[config.mk]
export PLATFORM = sky130hd
export DESIGN_NAME = scc_decide
export DESIGN_NICKNAME = d
export VERILOG_FILES = /design/src/scc_pkg.sv /design/src/scc_decide.sv
export SDC_FILE = /design/constraint.sdc
export NUM_CORES = 1
export LEC_CHECK = 0
export BUFFER_PORTS_ARGS = -buffer_cell sky130_fd_sc_hd__buf_4
export CELL_PAD_IN_SITES_DETAIL_PLACEMENT = 1
export CELL_PAD_IN_SITES_GLOBAL_PLACEMENT = 2
export CORE_AREA = 2 2 217 133
export CTS_CLUSTER_DIAMETER = 40
export DETAILED_ROUTE_END_ITERATION = 10
export DIE_AREA = 0 0 219 135
export GPL_TIMING_DRIVEN = 0
export PLACE_DENSITY_LB_ADDON = 0.25
export SLEW_MARGIN = 10
export SYNTH_ARGS = -nofsm -noshare
export SYNTH_HDL_FRONTEND = slang
export SYNTH_SLANG_ARGS = --single-unit
[constraint.sdc]
create_clock -name clk -period 7.7 [get_ports clk]
set_input_delay 1.155 -clock clk [delete_from_list [all_inputs] [get_ports clk]]
set_output_delay 1.155 -clock clk [all_outputs]
set_load 0.005 [all_outputs]
[src/scc_pkg.sv]
// Shared types, widths and register indexes for the segment/square collision unit.
// No dependencies; imported by every other file in src.
`default_nettype none

package scc_pkg;

    // Coordinate width of the ports (signed, 4 fractional bits).
    localparam int COORD_BITS = 16;
    // Side length width (unsigned).
    localparam int SIDE_BITS = COORD_BITS - 1;
    // A point in 1/32 units (one extra fractional bit).
    localparam int PT_BITS = COORD_BITS + 1;
    // Segment direction in 1/32 units.
    localparam int DIR_BITS = COORD_BITS + 2;
    // Offset between segment start and an edge start, corner math included.
    localparam int OFS_BITS = COORD_BITS + 3;
    // Common width of numerators and denominators.
    localparam int WIDE_BITS = DIR_BITS + OFS_BITS + 1;

    // Configuration register indexes.
    localparam int CFG_IDX_BITS = 2;
    localparam logic [CFG_IDX_BITS-1:0] CFG_CTR_X       = 2'd0;
    localparam logic [CFG_IDX_BITS-1:0] CFG_CTR_Y       = 2'd1;
    localparam logic [CFG_IDX_BITS-1:0] CFG_SIDE_LENGTH = 2'd2;

    // Stage 1 result: direction, offsets to the corners, full side length.
    typedef struct packed {
        logic signed [DIR_BITS-1:0] d1x;
        logic signed [DIR_BITS-1:0] d1y;
        logic signed [OFS_BITS-1:0] oxl;
        logic signed [OFS_BITS-1:0] oxr;
        logic signed [OFS_BITS-1:0] oyt;
        logic signed [OFS_BITS-1:0] oyb;
        logic        [COORD_BITS-1:0] side2;
    } geo_t;

    // Stage 2 result: raw products.
    typedef struct packed {
        logic signed [WIDE_BITS-1:0] p_xt;
        logic signed [WIDE_BITS-1:0] p_xb;
        logic signed [WIDE_BITS-1:0] p_yl;
        logic signed [WIDE_BITS-1:0] p_yr;
        logic signed [WIDE_BITS-1:0] den_h;
        logic signed [WIDE_BITS-1:0] den_v;
        logic signed [WIDE_BITS-1:0] tn_t;
        logic signed [WIDE_BITS-1:0] tn_l;
        logic signed [WIDE_BITS-1:0] tn_r;
        logic signed [WIDE_BITS-1:0] tn_b;
    } prod_t;

    // Stage 3 result: numerators and denominators per edge.
    typedef struct packed {
        logic signed [WIDE_BITS-1:0] sn_tl;
        logic signed [WIDE_BITS-1:0] sn_r;
        logic signed [WIDE_BITS-1:0] sn_b;
        logic signed [WIDE_BITS-1:0] den_h;
        logic signed [WIDE_BITS-1:0] den_v;
        logic signed [WIDE_BITS-1:0] tn_t;
        logic signed [WIDE_BITS-1:0] tn_l;
        logic signed [WIDE_BITS-1:0] tn_r;
        logic signed [WIDE_BITS-1:0] tn_b;
    } frac_t;

    // num/den in [0,1], den nonzero
    function automatic logic in_unit(
        input logic signed [WIDE_BITS-1:0] num,
        input logic signed [WIDE_BITS-1:0] den
    );
        logic res;
        if (den > 0)
        begin
            res = (num >= 0) && (num <= den);
        end
        else
        begin
            res = (num <= 0) && (num >= den);
        end
        return res;
    endfunction

    // one edge: parallel lines never hit
    function automatic logic edge_hit(
        input logic signed [WIDE_BITS-1:0] sn,
        input logic signed [WIDE_BITS-1:0] tn,
        input logic signed [WIDE_BITS-1:0] den
    );
        return (den != 0) && in_unit(sn, den) && in_unit(tn, den);
    endfunction

endpackage

`default_nettype wire

[src/scc_decide.sv]
// Stage 4: range checks of s and t for each edge of the square, registered hit flag.
// Depends on scc_pkg.
`default_nettype none

module scc_decide
    import scc_pkg::*;
(
    input  wire logic  clk,
    input  wire logic  rst_n,
    input  wire logic  load,
    input  wire frac_t frac,
    output logic       hit
);

    logic hit_reg;
    logic hit_next;

    always_comb
    begin
        hit_next = edge_hit(frac.sn_tl, frac.tn_t, frac.den_h)
                 | edge_hit(frac.sn_tl, frac.tn_l, frac.den_v)
                 | edge_hit(frac.sn_r,  frac.tn_r, frac.den_v)
                 | edge_hit(frac.sn_b,  frac.tn_b, frac.den_h);
    end

    always_ff @(posedge clk)
    begin
        if (load)
        begin
            hit_reg <= hit_next;
        end
    end

    assign hit = hit_reg;

    // degenerate segment or zero side: every edge is parallel, no hit
    assert property (@(posedge clk) disable iff (!rst_n)
        (load && frac.den_h == 0 && frac.den_v == 0) |=> !hit_reg)
        else $error("hit set with all denominators zero");

endmodule

`default_nettype wire

==> results of run 1 <==
[cell type report]
class	count	area [sq um]	share of cell area
flip-flops and latches	1	30.0	0.00274
inverters	99	372	0.0339
well taps	367	459	0.0419
repair buffers	344	2580	0.235
diodes	2	5.00	0.000456
multi-input cells	945	7520	0.686
[power groups by stage]
stage / clock (uW) / sequential (uW) / combinational (uW)
finish: 0.000363 / 7.41 / 603
CTS: 0 / 7.41 / 597
global route: 0.00000000327 / 7.41 / 677
global placement: 0 / 7.39 / 574
detailed placement: 0 / 7.41 / 593
floorplan: 0 / 7.45 / 290
[synthesized netlist by cell type (5+ instances only)]
| cell | number |
|---|---|
| o21ai_0 | 42 |
| inv_1 | 99 |
| a21boi_0 | 6 |
| a211oi_1 | 13 |
| nor2_1 | 46 |
| nand2_1 | 76 |
| a221o_1 | 5 |
| nand3_1 | 32 |
| ha_1 | 304 |
| a21o_1 | 13 |
| nand2b_1 | 9 |
| or4_1 | 5 |
| a221oi_1 | 6 |
| and4_1 | 11 |
| a211o_1 | 6 |
| nor4_1 | 80 |
| o21a_1 | 9 |
| a21oi_1 | 114 |
| nor3_1 | 23 |
| nand4_1 | 74 |
| o211ai_1 | 11 |
[layout by cell type, fill, tap and decap left out, drive strengths merged, types with 5 or more instances in the layout]
cell and instances:
nand2b 9, or4 5, and4 11, a221o 5, buf 344, a21o 13
nor4 80, o21a 9, nand3 32, a211o 6, a221oi 6, nor2 46
nor3 23, o211ai 11, nand2 76, a21boi 6, inv 99, ha 304
a211oi 13, a21oi 115, nand4 74, o21ai 43
[routing by layer]
layer	part of all wire	GRT usage	vias to the layer above
li1	-	-	4858
met1	0.53	0.431	4619
met2	0.38	0.380	302
met3	0.079	0.0495	9
met4	0.0047	0.0124	0
met5	0	0	-
[critical path, delay by kind of cell]
kind | cells | cell delay, ns
and+or+nand+nor | 3 | 1.15
AOI/OAI and AO/OA | 5 | 0.97
adders and majority gates | 1 | 0.34
muxes | 1 | 0.34
buffers and inverters | 2 | 0.24
[cell families (layout without fill, tap and decap cells)]
group | count (synthesis) | after routing | share of synthesized area
XOR/XNOR | 1 | 1 | 0.00111
other | 0 | 2 | 0
multiplexers | 2 | 2 | 0.00269
buffers and inverters | 99 | 443 | 0.0470
adder cells (fa/ha/maj) | 304 | 304 | 0.481
AND/OR/NAND/NOR | 372 | 372 | 0.252
AO/OA/AOI/OAI | 266 | 266 | 0.213
flip-flops | 1 | 1 | 0.00380
[how the worst min path moves through the flow]
stage               slack [ns]  from   to
floorplan                 1.27  load  hit
global placement          1.35  load  hit
detailed placement        1.35  load  hit
CTS                       1.35  load  hit
global route              1.35  load  hit
finish                    1.35  load  hit
[stage by stage]
stage / cells / worst slack (ns) / power [uW]
after floorplan: 1045 / 4.08 / 297
after global placement: 1756 / 3.25 / 581
after detailed placement: 1756 / 3.22 / 600
after CTS: 1756 / 3.22 / 605
after global routing: 1757 / 2.86 / 684
final: 1758 / 3.20 / 610
==> results.toml, run 1 <==
[final_layout]
largest_register_ffs = 1
fill_cells = 3465
syn_to_final_growth_pct = 38.6
post-route-util = 0.400
num-nets-final = 2040
stdcell_area_sq_mm = 0.0110
drive_gt1_frac = 0.255

[clock_tree]
post-cts-setup-buffers = 0
cts-resized-gates = 0
path_clk_slew_ns = 0
cts_hold_buf = 0

[critical_path]
path_cells = "buf_4 -> inv_1 -> ha_1 -> nand4_1 -> nor4bb_1 -> o31a_1 -> a2111o_1 -> a2111oi_2 -> mux2i_1 -> a21oi_1 -> o22ai_2 -> nand4_1"
cp_max_fo = 4
crit_end = "hit"
crit_start = "frac[210]"
cp-end-kind = "flop"
critPathKind = "input port to flop"
slowest_stage = "nor4bb_1"
start_kind = "input port"
cpPeakStageDelay_ns = 0.86
cpMostUsedCell = "nand4_1"
crit_arrival_ns = 4.22
cp.required_ns = 7.42

[logic_synthesis]
ys_warn_count = 0
synth_top_cell_area_share = 0.481
ys_types = 55
avgSynthCellArea_sq_um = 7.57
synth_nets = 1694
ys_seq_area_frac = 0.00380
async_reset_ff_frac = 0
yosysTopAreaCell = "ha_1"
ys.flop_type = "edfxtp_1"
synth_seq_cells = 1
synth_cells = 1045
synthTopCellsByArea = "ha_1 (48%), a21oi_1 (7.2%), nor4_1 (6.3%)"
netlist_area_sq_mm = 0.00791
synth_edf_count = 1

[floorplan]
core_area_sq_mm = 0.0274
ios = 346
start_util = 0.289
die_w_um = 219
rows = 47
dieHeight_um = 135
die-area_sq_mm = 0.0296

[grt]
grt_pass1_wl_um = 60200
grt.overflow.total = 0
track_usage = 0.269
grt_max_degree = 8
grt_antenna_before_repair = 1
grt_pass1_vias = 9922

[routing]
ant_nets = 0
drt_wl_total_um = 40900
wl_per_cell_um = 23.3
vias = 9788
via_per_inst = 5.57
remaining_drc_errors = 0
drt_first_pass_iters = 5
drt_iter0_markers = 606

[power_and_ir_drop]
p_int_uw = 288
clockPowerShare = 0
p_comb_frac = 0.988
p_leak_uw = 0.00554
max-vdd-ir-drop_uv = 23.7
power_frac_seq = 0.012
swShare = 0.528
p_per_area_mw_per_mm2 = 55.7
p_switching_uw = 323

[timing]
setup_viol = 0
fmax_mhz = 222
rsz0062_at_grt = "no"
finalCritPeriodShare = 0.584
slew_headroom = 0.309
finalHoldViolCount = 0
maxSlewViolCount = 0
tns_ns = 0
holdWs_ns = 1.35
worst_slew_pin_slew_ns = 1.03
min_period_ns = 4.50

[placed_design]
io_buffers = 344
gp_congestion = 0.961
dp_hpwl_um = 38000
placedInstanceArea_sq_mm = 0.0110

[min_path]
min_path_type = "input port to flop"
hold_path_depth = 1

[outcome]
outcome = "finished, final reports clean"

[run]
maxCapViolations = 0
No activity file was read; power rests on OpenSTA's default activity.
==> inputs of run 2 (changes only) <==
- CORE_AREA: 2 2 217 133 -> 2 2 238 146
- DIE_AREA: 0 0 219 135 -> 0 0 240 148
- clock period: 7.7 -> 4 ns (I/O delays scaled with it)
==> run 2 against run 1 <==
Net effect: highest routed layer unchanged; design area up 1.5%; final cell count up 5.1%; routed wire length rose by 5.4%; core utilization down 6.6 points; global-route usage decreased by 3.6 points; die area up 20%; flip-flop and latch count unchanged; setup slack got worse by 3.2 ns; critical path type unchanged; worst hold slack lost 0.55 ns; critical endpoint unchanged.
==> results.toml, run 2 (synthesis results as in run 1) <==
[final_layout]
final_cell_mix = "buf_4 (344), ha_1 (304), a21oi_1 (114), inv_1 (99), nor4_1 (77)"
num-nets-final = 2040
drive_gt1_frac = 0.260
antenna_cells = 0
syn_to_final_growth_pct = 40.6
final_common_cell = "buf_4"
largest_register_ffs = 1
fill_cells = 4122

[power_and_ir_drop]
power_frac_seq = 0.012
swShare = 0.534
p_leak_uw = 0.00556
p_comb_frac = 0.988
clockPowerShare = 0
max-vdd-ir-drop_uv = 39.4
power_uw = 1200
p_per_area_mw_per_mm2 = 107
p_int_uw = 558
p_switching_uw = 638

[grt]
grtUsageMet3 = 0.0489
grt.overflow.total = 0
grt_max_degree = 8
use_met1 = 0.370
grt_pass1_wl_um = 62500
track_usage = 0.234
grtUsageMet2 = 0.331
grt_antenna_before_repair = 0
grt_pass1_vias = 10000
gr-max-usage-layer = "met1"

[timing]
min_period_ns = 3.96
rsz0062_at_grt = "no"
holdWs_ns = 0.800
finalHoldViolCount = 0
setup_ws_ns = 0.0362
maxSlewViolCount = 0
slew_headroom = 0.0576
worst_slew_pin_slew_ns = 1.38
fmax_mhz = 252
finalCritPeriodShare = 0.991
setup_viol = 0

[outcome]
outcome = "finished, final reports clean"

[critical_path]
start_kind = "input port"
cp.required_ns = 3.70
cp-end-kind = "flop"
critPathKind = "input port to flop"
cp_max_fo = 4
crit_arrival_ns = 3.67

[floorplan]
die_w_um = 240
rows = 52
dieHeight_um = 148
die-area_sq_mm = 0.0355
start_util = 0.238
ios = 346
core_area_sq_mm = 0.0333

[routing]
remaining_drc_errors = 0
via_per_inst = 5.25
drt_wl_total_um = 43100
drt_iter0_markers = 532
drt_first_pass_iters = 4
vias = 9695
ant_nets = 0
wl_per_cell_um = 23.3

[min_path]
min_path_type = "input port to flop"

[run]
maxCapViolations = 0

[placed_design]
io_buffers = 344
dp_hpwl_um = 40100
pre_cts_slack_ns = -0.174
gp_congestion = 0.887

[clock_tree]
path_clk_slew_ns = 0
==> run 2: cell count changes in the layout (fill, tap and decap cells not counted) <==
cell | before | now
diode_2 | 2 | 0
nor4_1 | 79 | 77
nor4_2 | 1 | 3
nor4bb_1 | 2 | 0
mux2i_1 | 1 | 0
mux2i_2 | 0 | 1
nor3b_1 | 1 | 0
nor3b_2 | 0 | 1
nor4bb_2 | 0 | 1
nor4bb_4 | 0 | 1
o41ai_1 | 2 | 1
o41ai_2 | 0 | 1
==> run 2: routing by layer <==
metal  vias to the layer above  share of wire
met5                         -              0
met4                         0         0.0048
met3                         9          0.069
met2                       231           0.38
met1                      4614           0.54
li1                       4841              -
==> run 2: layout make-up <==
cell class	instances	area (sq um)	area share
inverters	99	372	0.0334
flip-flops and latches	1	30.0	0.00270
multi-input cells	945	7570	0.680
well taps	459	574	0.0516
repair buffers	344	2580	0.232
==> run 2: worst max-delay path, stage by stage <==
cell	delay [ns]
buf_4	0.15
inv_1	0.11
ha_1	0.29
nand4_1	0.12
o211ai_1	0.21
a31oi_1	0.07
a2111oi_0	1.17
a2111oi_2	0.07
mux2i_2	0.26
o21a_1	0.22
o22ai_2	0.22
nand4_1	0.17
==> run 2: worst paths after layout <==
check / startpoint / slack (ns) / cells past startpoint / to
max: frac[214] / 0.04 / 12 / hit
min: load / 0.80 / 1 / hit
==> run 2: power by group through the flow <==
stage / logic [uW] / clock network [uW] / registers (uW)
6_report: 1180 / 0 / 14.1
3_5_place_dp: 1160 / 0 / 14.2
5_1_grt: 1320 / 0 / 14.3
2_1_floorplan: 558 / 0 / 14.4
3_3_place_gp: 1120 / 0 / 14.0
4_1_cts: 1170 / 0 / 14.2
==> run 2: repair_timing <==
item	4_1_cts	5_1_grt
pin swaps	0	1
gates cloned	0	0
buffers inserted	0	0
endpoints found under the hold margin	0	0
setup endpoints to repair	1	1
gates resized for setup	1	8
hold buffers	0	0
==> run 2: metrics by stage <==
step	cells	util	setup TNS (ns)	instance area, sq um
final	1848	0.334	0	11100
after detailed placement	1848	0.332	-0.174	11100
after global placement	1848	0.332	-0.0993	11100
after global routing	1848	0.334	0	11100
after CTS	1848	0.332	0	11100
after floorplan	1045	-	0	7910
