[config.mk]
export PLATFORM = sky130hd
export DESIGN_NAME = scc_front
export DESIGN_NICKNAME = d
export VERILOG_FILES = /design/src/scc_pkg.sv /design/src/scc_front.sv
export SDC_FILE = /design/constraint.sdc
export NUM_CORES = 1
export LEC_CHECK = 0
export BUFFER_PORTS_ARGS = -buffer_cell sky130_fd_sc_hd__buf_4
export CORE_ASPECT_RATIO = 1.1
export CORE_MARGIN = 1.5
export CORE_UTILIZATION = 54
export DETAILED_ROUTE_END_ITERATION = 6
export GPL_TIMING_DRIVEN = 0
export HOLD_SLACK_MARGIN = 0.1
export PLACE_DENSITY = 0.81
export SLEW_MARGIN = 10
export SYNTH_ARGS = -nofsm -noshare
export SYNTH_HDL_FRONTEND = slang
export SYNTH_SLANG_ARGS = --single-unit
[constraint.sdc]
create_clock -name clk -period 5 [get_ports clk]
set_input_delay 0.25 -clock clk [delete_from_list [all_inputs] [get_ports clk]]
set_output_delay 0.25 -clock clk [all_outputs]
set_load 0.03 [all_outputs]
[src/scc_pkg.sv]
// Shared types, widths and register indexes for the segment/square collision unit.
// No dependencies; imported by every other file in src.
`default_nettype none

package scc_pkg;

    // Coordinate width of the ports (signed, 4 fractional bits).
    localparam int COORD_BITS = 16;
    // Side length width (unsigned).
    localparam int SIDE_BITS = COORD_BITS - 1;
    // A point in 1/32 units (one extra fractional bit).
    localparam int PT_BITS = COORD_BITS + 1;
    // Segment direction in 1/32 units.
    localparam int DIR_BITS = COORD_BITS + 2;
    // Offset between segment start and an edge start, corner math included.
    localparam int OFS_BITS = COORD_BITS + 3;
    // Common width of numerators and denominators.
    localparam int WIDE_BITS = DIR_BITS + OFS_BITS + 1;

    // Configuration register indexes.
    localparam int CFG_IDX_BITS = 2;
    localparam logic [CFG_IDX_BITS-1:0] CFG_CTR_X       = 2'd0;
    localparam logic [CFG_IDX_BITS-1:0] CFG_CTR_Y       = 2'd1;
    localparam logic [CFG_IDX_BITS-1:0] CFG_SIDE_LENGTH = 2'd2;

    // Stage 1 result: direction, offsets to the corners, full side length.
    typedef struct packed {
        logic signed [DIR_BITS-1:0] d1x;
        logic signed [DIR_BITS-1:0] d1y;
        logic signed [OFS_BITS-1:0] oxl;
        logic signed [OFS_BITS-1:0] oxr;
        logic signed [OFS_BITS-1:0] oyt;
        logic signed [OFS_BITS-1:0] oyb;
        logic        [COORD_BITS-1:0] side2;
    } geo_t;

    // Stage 2 result: raw products.
    typedef struct packed {
        logic signed [WIDE_BITS-1:0] p_xt;
        logic signed [WIDE_BITS-1:0] p_xb;
        logic signed [WIDE_BITS-1:0] p_yl;
        logic signed [WIDE_BITS-1:0] p_yr;
        logic signed [WIDE_BITS-1:0] den_h;
        logic signed [WIDE_BITS-1:0] den_v;
        logic signed [WIDE_BITS-1:0] tn_t;
        logic signed [WIDE_BITS-1:0] tn_l;
        logic signed [WIDE_BITS-1:0] tn_r;
        logic signed [WIDE_BITS-1:0] tn_b;
    } prod_t;

    // Stage 3 result: numerators and denominators per edge.
    typedef struct packed {
        logic signed [WIDE_BITS-1:0] sn_tl;
        logic signed [WIDE_BITS-1:0] sn_r;
        logic signed [WIDE_BITS-1:0] sn_b;
        logic signed [WIDE_BITS-1:0] den_h;
        logic signed [WIDE_BITS-1:0] den_v;
        logic signed [WIDE_BITS-1:0] tn_t;
        logic signed [WIDE_BITS-1:0] tn_l;
        logic signed [WIDE_BITS-1:0] tn_r;
        logic signed [WIDE_BITS-1:0] tn_b;
    } frac_t;

    // num/den in [0,1], den nonzero
    function automatic logic in_unit(
        input logic signed [WIDE_BITS-1:0] num,
        input logic signed [WIDE_BITS-1:0] den
    );
        logic res;
        if (den > 0)
        begin
            res = (num >= 0) && (num <= den);
        end
        else
        begin
            res = (num <= 0) && (num >= den);
        end
        return res;
    endfunction

    // one edge: parallel lines never hit
    function automatic logic edge_hit(
        input logic signed [WIDE_BITS-1:0] sn,
        input logic signed [WIDE_BITS-1:0] tn,
        input logic signed [WIDE_BITS-1:0] den
    );
        return (den != 0) && in_unit(sn, den) && in_unit(tn, den);
    endfunction

endpackage

`default_nettype wire

[src/scc_front.sv]
// Stage 1: segment direction and offsets to the square's corners, 1/32 units.
// Depends on scc_pkg.
`default_nettype none

module scc_front
    import scc_pkg::*;
(
    input  wire logic                         clk,
    input  wire logic                         load,
    input  wire logic signed [COORD_BITS-1:0] start_x,
    input  wire logic signed [COORD_BITS-1:0] start_y,
    input  wire logic signed [COORD_BITS-1:0] end_x,
    input  wire logic signed [COORD_BITS-1:0] end_y,
    input  wire logic signed [COORD_BITS-1:0] ctr_x,
    input  wire logic signed [COORD_BITS-1:0] ctr_y,
    input  wire logic        [SIDE_BITS-1:0]  side_length,
    output geo_t                              geo
);

    geo_t geo_reg;
    geo_t geo_next;

    logic signed [OFS_BITS-1:0] sx_w;
    logic signed [OFS_BITS-1:0] sy_w;
    logic signed [OFS_BITS-1:0] ex_w;
    logic signed [OFS_BITS-1:0] ey_w;
    logic signed [OFS_BITS-1:0] cx_w;
    logic signed [OFS_BITS-1:0] cy_w;
    logic signed [OFS_BITS-1:0] h_w;

    always_comb
    begin
        sx_w = OFS_BITS'(signed'({start_x, 1'b0}));
        sy_w = OFS_BITS'(signed'({start_y, 1'b0}));
        ex_w = OFS_BITS'(signed'({end_x, 1'b0}));
        ey_w = OFS_BITS'(signed'({end_y, 1'b0}));
        cx_w = OFS_BITS'(signed'({ctr_x, 1'b0}));
        cy_w = OFS_BITS'(signed'({ctr_y, 1'b0}));
        h_w  = signed'(OFS_BITS'(side_length));

        geo_next.d1x   = DIR_BITS'(ex_w - sx_w);
        geo_next.d1y   = DIR_BITS'(ey_w - sy_w);
        // left edge at cx - h, right at cx + h, top at cy + h, bottom at cy - h
        geo_next.oxl   = sx_w - cx_w + h_w;
        geo_next.oxr   = sx_w - cx_w - h_w;
        geo_next.oyt   = sy_w - cy_w - h_w;
        geo_next.oyb   = sy_w - cy_w + h_w;
        geo_next.side2 = {side_length, 1'b0};
    end

    always_ff @(posedge clk)
    begin
        if (load)
        begin
            geo_reg <= geo_next;
        end
    end

    assign geo = geo_reg;

endmodule

`default_nettype wire

==> results of run 1 <==
## layer usage
metal | vias up | GRT usage | share of wire
li1 | 4040 | - | -
met1 | 3775 | 0.287 | 0.39
met2 | 309 | 0.488 | 0.51
met3 | 49 | 0.0517 | 0.064
met4 | 0 | 0.108 | 0.030
met5 | - | 0 | 0
## metrics by stage
step	total power (W)	hold slack, ps	instances	instance area (sq um)	utilization
2_1_floorplan	0.00304	349	982	9620	-
3_3_place_gp	0.00370	479	1453	11700	0.679
3_5_place_dp	0.00376	476	1454	11700	0.681
4_1_cts	0.00485	206	1501	12400	0.720
5_1_grt	0.00509	217	1501	12400	0.720
6_report	0.00485	215	1501	12400	0.720
## synthesized netlist by cell type (14+ instances only)
cell	number	area, sq um
inv_1	132	495
edfxtp_1	121	3630
ha_1	120	1500
nor2_1	82	308
a21oi_1	72	360
xnor2_1	66	578
o21ai_0	48	240
xor2_1	33	289
nand2_1	30	113
nor2b_1	24	150
a21o_1	23	173
nor3_1	22	110
o21a_1	17	128
nand2b_1	15	93.8
nand3_1	14	70.1
## power by group through the flow
stage | logic, W | clock network, W | registers, W
CTS | 0.00225 | 0.00108 | 0.00152
global placement | 0.00217 | 0 | 0.00153
floorplan | 0.00105 | 0 | 0.00200
finish | 0.00226 | 0.00107 | 0.00152
detailed placement | 0.00222 | 0 | 0.00153
global route | 0.00242 | 0.00112 | 0.00154
## area by class of cell
cell class / instances / share of cell area
buffer: 21 / 0.0114
clock buffer: 17 / 0.0344
multi-input combinational: 708 / 0.432
tap: 234 / 0.0236
inverter: 132 / 0.0400
clock inverter: 15 / 0.00697
sequential: 121 / 0.293
timing repair buffer: 253 / 0.158
## logic make-up after synthesis
group           Yosys count  share of synthesized area
other cells               1                   0.000390
fa+ha+maj               128                      0.173
flops                   121                      0.378
compound gates          254                      0.176
simple gates            221                      0.113
mux                       3                    0.00313
buf+inv                 153                     0.0663
xor+xnor                 99                     0.0902
## final timing paths
check                  start  endpoint  slack (ps)  depth (start not counted)
setup / recovery  start_x[0]   geo[91]         830                         16
hold / removal          load   geo[93]         220                          1
==> results.tsv, run 1 <==
stage	metric	value	unit
outcome	status	finished clean	
clock_tree	Hold-fix buffers, CTS	15	
clock_tree	CTS tree	done	
critical_path	CP bufs+invs	2	
grt	largest net degree at the start of global routing	92	
drt	DR DRC count	0	
yosys	Synth Cell Area	9610	sq um
floorplan	Die X	130	um
sta	Worst-Margin Slew	780	ps
clock_tree	CTS Sinks	121	
final_layout	max FFs per register	121	
pwr	Cell Int Power	0.00296	W
sta	Finish-stage setup viols	0	
critical_path	CP Capture Type	flip-flop	
grt	Congestion Overflow GR	0	
critical_path	Setup crit start kind	input port	
sta	RSZ-0062 raised after global routing	no	
sta	Final min period	4170	ps
pwr	Leak Pwr	5.73	nW
pwr	combinational share of power	0.466	
floorplan	I/O pin count	241	
yosys	asr flop ratio synth	0	
grt	first-pass GRT wire length	37700	um
yosys	number of synthesized register bits	121	
sta	Pins Over Slew Limit	0	
yosys	share of the yosys chip area belonging to registers	0.378	
floorplan	Initial Utilization	0.558	
drt	drt first pass iters	5	
yosys	synth unique cells	70	
final_layout	commonest non-fill, non-tap cells in the layout	243 x buf_4, 132 x inv_1, 121 x edfxtp_1, 120 x ha_1, 82 x nor2_1	
critical_path	Worst EP required	5170	ps
final_layout	register area	3630	sq um
critical_path	Crit Path Class	input port to flip-flop	
grt	GRT Util Overall	0.262	
min_path	type of the most critical hold path	input port to flip-flop	
pwr	Power Density	392	nW/um^2
grt	initial antenna violation count	0	
pwr	sw frac	0.389	
sta	FMAX	240	MHz
clock_tree	clock buffer count from CTS	17	
drt	1st-iter DRT viols	442	
clock_tree	clk buf depth	2	
clock_tree	H-tree levels	4	
final_layout	nets	1495	
final_layout	share of post-route cells with drive strength above 1	0.233	
critical_path	CP dominant cell by count	ha_1	
floorplan	Core Area	17200	sq um
clock_tree	CTS clock-pin slew for the worst setup and hold paths	60	ps
sta	Sum Neg Setup Slack	0	ps
drt	per-cell routed wire length	16.3	um
clock_tree	Post-CTS Resized	0	
yosys	Mean Syn Cell Area	9.80	sq um
drt	DRT antenna net count	0	
critical_path	Worst path max stage delay	520	ps
placement	port bufs	237	
critical_path	Crit path arrival time	4340	ps
final_layout	synthesis-to-finish area growth	28.9	%
yosys	Synth Flop Type	edfxtp_1	
sta	Final Hold Vio Count	0	
sta	Worst slew margin	0.474	
final_layout	Filler cells	1301	
floorplan	die area	18600	sq um
drt	total wire length	24400	um
final_layout	commonest non-fill, non-tap cell in the layout	buf_4	
grt	number of global-route vias before repair	8087	
yosys	number of synthesized flops with an enable pin	121	
placement	GPL Wtd Cong	0.825	
sta	setup ws final	833	ps
final_layout	area of the multi-input gates	5350	sq um
pwr	part of the power in registers	0.313	
drt	total number of vias	8173	
critical_path	CP max FO	7	
floorplan	Die Y	143	um
yosys	Post-Synthesis Cells	980	
critical_path	slowest stage cell on the critical path	or4_1	
pwr	VDD IR max	0.267	mV
clock_tree	CTS root buffer	clkbuf_16	
drt	number of vias per cell	5.45	
floorplan	FP Rows	50	
placement	DP HPWL	19000	um
pwr	NetSw	0.00189	W
clock_tree	Setup Fix Bufs, Post-CTS	0	
critical_path	CP cell instances	buf_4 > inv_1 > ha_1 > fa_1 > nor2b_1 > o31ai_2 > a21oi_1 > o21ai_0 > nand2b_1 > xor2_1 > ha_1 > or4_1 > o221a_1 > o41a_1 > a211o_1 > o21ba_1	
final_layout	# diodes	0	
yosys	Syn. warnings	0	
placement	post-place setup slack	426	ps
job	Max Cap Viol	0	
sta	fin crit share	0.833	
pwr	power share of the clock group	0.221	
critical_path	CP delay by family, top	compound AO/OA/AOI/OAI gates	
Power figures use the tool's default switching activity.
==> run 2: changes to the inputs <==
--- a/config.mk
+++ b/config.mk
@@ -5,14 +5,15 @@
 export SDC_FILE = /design/constraint.sdc
 export NUM_CORES = 1
 export LEC_CHECK = 0
+export ABC_AREA = 1
 export BUFFER_PORTS_ARGS = -buffer_cell sky130_fd_sc_hd__buf_4
 export CORE_ASPECT_RATIO = 1.1
 export CORE_MARGIN = 1.5
-export CORE_UTILIZATION = 54
+export CORE_UTILIZATION = 50
 export DETAILED_ROUTE_END_ITERATION = 6
 export GPL_TIMING_DRIVEN = 0
 export HOLD_SLACK_MARGIN = 0.1
-export PLACE_DENSITY = 0.81
+export PLACE_DENSITY = 0.78
 export SLEW_MARGIN = 10
 export SYNTH_ARGS = -nofsm -noshare
 export SYNTH_HDL_FRONTEND = slang
==> constraint.sdc (replaced) <==
create_clock -name clk -period 3.33 [get_ports clk]
set_input_delay 0.1665 -clock clk [delete_from_list [all_inputs] [get_ports clk]]
set_output_delay 0.1665 -clock clk [all_outputs]
set_load 0.03 [all_outputs]
==> run 2 against run 1 <==
Compared with the run above:
- the run now ends with design-rule violations left
- power grew 60%
- synthesized cell count grew 27%
- sequential power up 51%
- critical endpoint is now geo[89]
- highest routed layer unchanged
==> results.tsv, run 2 <==
stage	metric	value	unit	change
floorplan	FP Rows	54		+8.0%
sta	FMAX	331	MHz	
sta	Sum Neg Setup Slack	0	ps	unchanged
clock_tree	H-tree levels	4		unchanged
clock_tree	CTS Sinks	121		unchanged
floorplan	Core Area	19900	sq um	+16%
floorplan	die area	21200	sq um	+14%
floorplan	I/O pin count	241		unchanged
placement	DP HPWL	21300	um	+12%
sta	RSZ-0062 raised after global routing	no		
final_layout	max FFs per register	121		unchanged
drt	DR DRC count	13		+13
yosys	asr flop ratio synth	0		unchanged
placement	port bufs	237		unchanged
final_layout	# diodes	0		unchanged
sta	Worst slew margin	0.619		+0.145
final_layout	Design Area, Final	13000	sq um	+5.1%
critical_path	CP delay by family, top	simple AND/OR/NAND/NOR gates		
yosys	Post-Synthesis Cells	1249		+27%
final_layout	nets	1763		+18%
yosys	most frequent cells after synthesis	280 x nand2_1, 227 x inv_1, 121 x edfxtp_1		
drt	total number of vias	9232		+13%
placement	GPL Wtd Cong	0.886		+7.5%
grt	M1 GR Usage	0.292		+0.00530
yosys	top post-synthesis cells by area	edfxtp_1 36%, ha_1 15%, nand2_1 10%		
sta	Final Hold Vio Count	0		unchanged
yosys	Mean Syn Cell Area	8.16	sq um	-17%
yosys	most frequent cell after synthesis	nand2_1		
yosys	largest family of logic cells by synthesized area	simple AND/OR/NAND/NOR gates		
sta	Finish-stage setup viols	0		unchanged
critical_path	Worst EP required	3510	ps	-1660 ps
job	Max Cap Viol	0		unchanged
critical_path	Crit Path Class	input port to flip-flop		
drt	DRT antenna net count	0		unchanged
drt	total wire length	27000	um	+10%
critical_path	CP max FO	7		unchanged
clock_tree	CTS clock-pin slew for the worst setup and hold paths	60	ps	about the same
yosys	share of the yosys chip area belonging to registers	0.357		-0.0215
clock_tree	CTS tree	done		
critical_path	CP Capture Type	flip-flop		
yosys	simple-gate share of the synthesized area	0.191		+0.0779
outcome	status	finished with violations		
final_layout	commonest non-fill, non-tap cells in the layout	280 x nand2_1, 244 x buf_4, 227 x inv_1, 121 x edfxtp_1, 120 x ha_1		
sta	Pins Over Slew Limit	0		unchanged
drt	number of vias per cell	5.17		-5.1%
yosys	Synth Flop Type	edfxtp_1		
grt	GRT Util Overall	0.256		-0.00608
grt	GR met3 Demand/Resource	0.0497		-0.00205
yosys	share of the synthesized area in the top cell type	0.357		-0.0215
floorplan	Die Y	153	um	+6.9%
clock_tree	Setup Fix Bufs, Post-CTS	0		unchanged
clock_tree	CTS root buffer	clkbuf_16		
min_path	type of the most critical hold path	input port to flip-flop		
critical_path	CP dominant cell by count	nand2_1		
yosys	compound-cell area share of the yosys netlist	0.103		-0.0729
yosys	number of synthesized register bits	121		unchanged
grt	first-pass GRT wire length	43200	um	+15%
sta	Worst-Margin Slew	571	ps	-208 ps
sta	Final min period	3020	ps	
floorplan	Initial Utilization	0.511		-0.0473
critical_path	Setup crit start kind	input port		
grt	GRT met2 Usage	0.464		-0.0243
grt	largest net degree at the start of global routing	68		-26%
critical_path	CP cell instances	buf_4 > inv_1 > ha_1 > fa_1 > inv_1 > nand2_1 > nand3_4 > nand2_1 > nand2_1 > inv_1 > o21ai_1 > xor2_1 > ha_1 > clkbuf_1 > nor2_1 > nand2_1 > nor2_1 > nand2_1 > nand3_1 > nand4_1 > nand3_1 > nand2_1		
floorplan	Die X	139	um	+6.9%
drt	1st-iter DRT viols	639		+45%
grt	Congestion Overflow GR	0		unchanged
outcome	failing checks	design-rule violations		
grt	initial antenna violation count	0		unchanged
final_layout	share of post-route cells with drive strength above 1	0.209		-0.0236
pwr	total design power	0.00776	W	+60%
yosys	post-synth top area cell	edfxtp_1		
clock_tree	clock buffer count from CTS	17		unchanged
final_layout	synthesis-to-finish area growth	27.8	%	
critical_path	Crit path arrival time	3190	ps	-1150 ps
critical_path	Worst path max stage delay	410	ps	-110 ps
pwr	Power Density	597	nW/um^2	+52%
pwr	Leak Pwr	6.75	nW	+18%
grt	gr busiest metal	met2		
yosys	Adder-Cell Fraction of Synth Area	0.163		-0.00985
critical_path	slowest stage cell on the critical path	fa_1		
placement	dpl cell area	12300	sq um	+5.1%
yosys	synth unique cells	39		-44%
yosys	multiplexer area fraction after synthesis	0		-0.00313
yosys	number of synthesized flops with an enable pin	121		unchanged
sta	fin crit share	0.906		
drt	drt first pass iters	7		+2
yosys	Syn. warnings	0		unchanged
critical_path	CP bufs+invs	5		+3
drt	per-cell routed wire length	15.1	um	-7.2%
yosys	Synth Cell Area	10200	sq um	+6.0%
pwr	VDD IR max	0.364	mV	+36%
grt	number of global-route vias before repair	9059		+12%
final_layout	commonest non-fill, non-tap cell in the layout	nand2_1		
clock_tree	clk buf depth	2		unchanged
yosys	Synth Area in XOR/XNOR	0.0903		about the same
-- run 2: cell types whose count changed in the layout (fill, tap and decap cells not counted), sizes merged, moves of 15 or more --
| cell | change |
|---|---|
| nand2 | +263 |
| nand3 | +41 |
| nor2b | -24 |
| xor2 | +53 |
| a21o | -19 |
| nand2b | -15 |
| inv | +104 |
| o21a | -17 |
| a21oi | +32 |
| xnor2 | -47 |
-- run 2: final timing paths --
kind                    to  depth (start not counted)  startpoint  slack [ps]
setup / recovery   geo[89]                         22  start_x[0]         310
hold / removal    geo[111]                          3  start_x[0]         130
-- run 2: final cells by class --
| class | count | area [sq um] |
|---|---|---|
| Buffer | 13 | 82.6 |
| Clock buffer | 20 | 437 |
| Clock inverter | 11 | 106 |
| Fill cell | 1656 | 6910 |
| Inverter | 237 | 890 |
| Multi-Input combinational cell | 879 | 5590 |
| Sequential cell | 121 | 3630 |
| Tap cell | 252 | 315 |
| Timing Repair Buffer | 253 | 1960 |
-- run 2: per-layer routing --
metal	vias up	wire length, um
li1	4614	-
met1	4220	10600
met2	338	13800
met3	60	1680
met4	0	908
met5	-	0
-- run 2: repair_timing --
| action | 4_1_cts | 5_1_grt |
|---|---|---|
| resized for setup | 0 | 2 |
| hold buffers | 15 | 0 |
| setup endpoints to repair | 0 | 3 |
| endpoints found under the hold margin | 15 | 0 |
-- run 2: stage by stage --
stage                     utilization  instances  hold slack [ps]  setup WS [ps]
final                           0.653       1786              132            312
after global placement          0.617       1740              389           -116
after floorplan                     -       1251              265            420
after global routing            0.653       1786              144           31.2
after CTS                       0.653       1787              127            256
after detailed placement        0.618       1741              390           -172
-- run 2: power breakdown --
part	internal, W	total [W]	switching, W
Clock	0.00108	0.00177	0.000686
Sequential	0.00220	0.00230	0.000104
Combinational	0.00130	0.00370	0.00240
-- run 2: logic make-up after synthesis --
| group | count (synthesis) |
|---|---|
| AO/OA/AOI/OAI | 187 |
| XOR/XNOR | 105 |
| adder cells (fa/ha/maj) | 128 |
| buffers and inverters | 251 |
| flip-flops | 121 |
| other | 1 |
| AND/OR/NAND/NOR | 456 |
==> run 3: changes to the inputs <==
--- a/config.mk
+++ b/config.mk
@@ -5,7 +5,6 @@
 export SDC_FILE = /design/constraint.sdc
 export NUM_CORES = 1
 export LEC_CHECK = 0
-export ABC_AREA = 1
 export BUFFER_PORTS_ARGS = -buffer_cell sky130_fd_sc_hd__buf_4
 export CORE_ASPECT_RATIO = 1.1
 export CORE_MARGIN = 1.5
@@ -13,7 +12,7 @@
 export DETAILED_ROUTE_END_ITERATION = 6
 export GPL_TIMING_DRIVEN = 0
 export HOLD_SLACK_MARGIN = 0.1
-export PLACE_DENSITY = 0.78
+export PLACE_DENSITY = 0.79
 export SLEW_MARGIN = 10
 export SYNTH_ARGS = -nofsm -noshare
 export SYNTH_HDL_FRONTEND = slang
==> run 3 against run 2 <==
Compared with the run above:
- final cell count shrank 13%
- global-route usage shrank 1.4 points
- combinational power about the same
- die area down 5.6%
- the flow finishes with violations (negative setup slack)
- non-clock buffer count increased by 47
- critical path depth down 6
- sequential share of layout area down 0.46 points
- sequential power barely moved
- worst hold slack lost 5.9 ps
- largest cell class unchanged
- sequential cell count unchanged
- first-iteration DRC count fell by 34%
- clock power up 5%
==> results.tsv, run 3 (same netlist as run 1, synthesis figures left out) <==
stage	metric	value	unit	change
clock_tree	clk buf depth	2		unchanged
critical_path	CP Capture Type	flip-flop		
sta	Final min period	3370	ps	+350 ps
min_path	hold path start	start_y[0]		
final_layout	share of post-route cells with drive strength above 1	0.303		+0.0940
critical_path	CP max FO	4		-3
placement	DP HPWL	18600	um	-13%
job	Max Cap Viol	0		unchanged
sta	fin crit share	1.01		+0.105
grt	initial antenna violation count	0		unchanged
drt	DR DRC count	0		-13
pwr	Power Density	593	nW/um^2	-0.61%
critical_path	Crit Path Class	input port to flip-flop		
clock_tree	H-tree levels	4		unchanged
critical_path	CP delay by family, top	compound AO/OA/AOI/OAI gates		
placement	port bufs	237		unchanged
critical_path	Setup crit start kind	input port		
final_layout	final core occ	0.698		+0.0448
sta	Pins Over Slew Limit	0		unchanged
drt	total number of vias	8335		-9.7%
sta	RSZ-0062 raised after global routing	yes		
final_layout	synthesis-to-finish area growth	37.8	%	
floorplan	Core Area	19000	sq um	-4.8%
critical_path	slowest stage cell on the critical path	or4_1		
placement	dpl cell area	11800	sq um	-4.0%
min_path	Min-Delay Endpoint	geo[93]		
min_path	Hold Crit Depth	3		unchanged
final_layout	commonest non-fill, non-tap cells in the layout	276 x buf_4, 125 x inv_1, 121 x edfxtp_1, 108 x ha_1, 80 x nor2_1		
sta	setup ws final	-37.5	ps	-350 ps
drt	drt first pass iters	5		-2
floorplan	I/O pin count	241		unchanged
min_path	type of the most critical hold path	input port to flip-flop		
floorplan	FP Rows	53		-1.9%
grt	number of global-route vias before repair	8127		-10%
final_layout	# diodes	0		unchanged
grt	largest net degree at the start of global routing	97		+43%
critical_path	CP bufs+invs	2		-3
critical_path	CP dominant cell by count	ha_4		
floorplan	die area	20100	sq um	-5.6%
placement	GPL Wtd Cong	0.903		+1.9%
clock_tree	CTS clock-pin slew for the worst setup and hold paths	60	ps	about the same
clock_tree	clock buffer count from CTS	17		unchanged
sta	Finish-stage setup viols	5		+5
critical_path	Worst path max stage delay	490	ps	+80 ps
sta	Final Hold Vio Count	0		unchanged
clock_tree	CTS root buffer	clkbuf_16		
grt	Congestion Overflow GR	0		unchanged
final_layout	nets	1534		-13%
drt	number of vias per cell	5.37		+3.8%
sta	FMAX	297	MHz	-10%
pwr	Leak Pwr	6.03	nW	-11%
final_layout	Design Area, Final	13200	sq um	+1.7%
sta	Worst slew margin	0.440		-0.179
critical_path	Crit path arrival time	3520	ps	+330 ps
floorplan	Initial Utilization	0.507		-0.00458
critical_path	CP cell instances	buf_12 > inv_12 > ha_4 > fa_2 > nor2b_4 > o31ai_4 > a21oi_4 > o21ai_2 > nand2b_1 > xor2_2 > ha_4 > or4_1 > o221a_1 > o41a_1 > a211o_1 > xor2_1		
floorplan	Die Y	148	um	-2.8%
final_layout	commonest non-fill, non-tap cell in the layout	buf_4		
clock_tree	CTS Sinks	121		unchanged
sta	Worst-Margin Slew	829	ps	+257 ps
outcome	failing checks	negative setup slack		
grt	GRT Util Overall	0.242		-0.0140
drt	1st-iter DRT viols	420		-34%
drt	total wire length	24900	um	-7.7%
pwr	VDD IR max	0.392	mV	+7.8%
clock_tree	CTS tree	done		
final_layout	max FFs per register	121		unchanged
drt	per-cell routed wire length	16.0	um	+6.2%
floorplan	Die X	135	um	-2.8%
outcome	status	finished with violations		
critical_path	Worst EP required	3480	ps	-30 ps
drt	DRT antenna net count	0		unchanged
grt	first-pass GRT wire length	38000	um	-12%
run 3: cell types whose count changed in the layout (fill, tap and decap cells not counted), moves of 35 or more:
cell,previous run,this run
a21oi_1,102,66
inv_1,227,125
nand2_1,280,28
nand3_1,49,14
xnor2_1,19,63
xor2_1,86,30
run 3: per-stage QoR:
stage               TNS [ps]  std cells  hold WS (ps)  power (W)  worst slack, ps
finish                  -128       1553           126    0.00785            -37.5
global route           -1320       1553           126    0.00823             -176
CTS                    -93.6       1540           115    0.00771            -45.6
detailed placement    -12450       1467           397    0.00566             -839
global placement      -10770       1466           394    0.00559             -789
floorplan               -967        982           265    0.00459             -253
run 3: final cells by class:
| cell class | count | area, sq um |
|---|---|---|
| Clock inverter | 14 | 156 |
| Inverter | 132 | 515 |
| Clock buffer | 18 | 429 |
| Buffer | 20 | 144 |
| Multi-Input combinational cell | 708 | 5740 |
| Timing Repair Buffer | 293 | 2310 |
| Sequential cell | 121 | 3630 |
| Fill cell | 1437 | 5730 |
| Tap cell | 247 | 309 |
run 3: worst max path at each step:
stage,from,cells after the start,to,slack (ps)
global route,start_y[0],19,geo[32],-180
floorplan,start_x[0],15,geo[91],-250
detailed placement,start_x[0],16,geo[89],-840
CTS,start_x[0],16,geo[91],-50
finish,start_x[0],16,geo[89],-40
global placement,start_x[0],16,geo[91],-790
run 3: timing repair:
item | in CTS | in global routing
hold buffers | 16 | 0
endpoints found under the hold margin | 16 | 0
resized for setup | 38 | 37
pin swaps | 21 | 33
setup endpoints to repair | 15 | 19
setup buffers | 26 | 13
run 3: metal layers:
layer  track usage  routed length (um)  vias up
li1              -                   -     4103
met1         0.272                9870     3906
met2         0.435               12700      269
met3        0.0474                1510       57
met4         0.118                 806        0
met5             0                   0        -
run 3: worst min-delay path, delay by kind of cell:
family                   cells  cell delay [ps]
adder cells (fa/ha/maj)      1              120
buffers and inverters        2              110
run 3: power breakdown:
group	total [W]	internal [W]	switching, W
Clock	0.00185	0.00116	0.000689
Sequential	0.00227	0.00217	0.000102
Combinational	0.00372	0.00157	0.00215
Total	0.00785	0.00490	0.00294
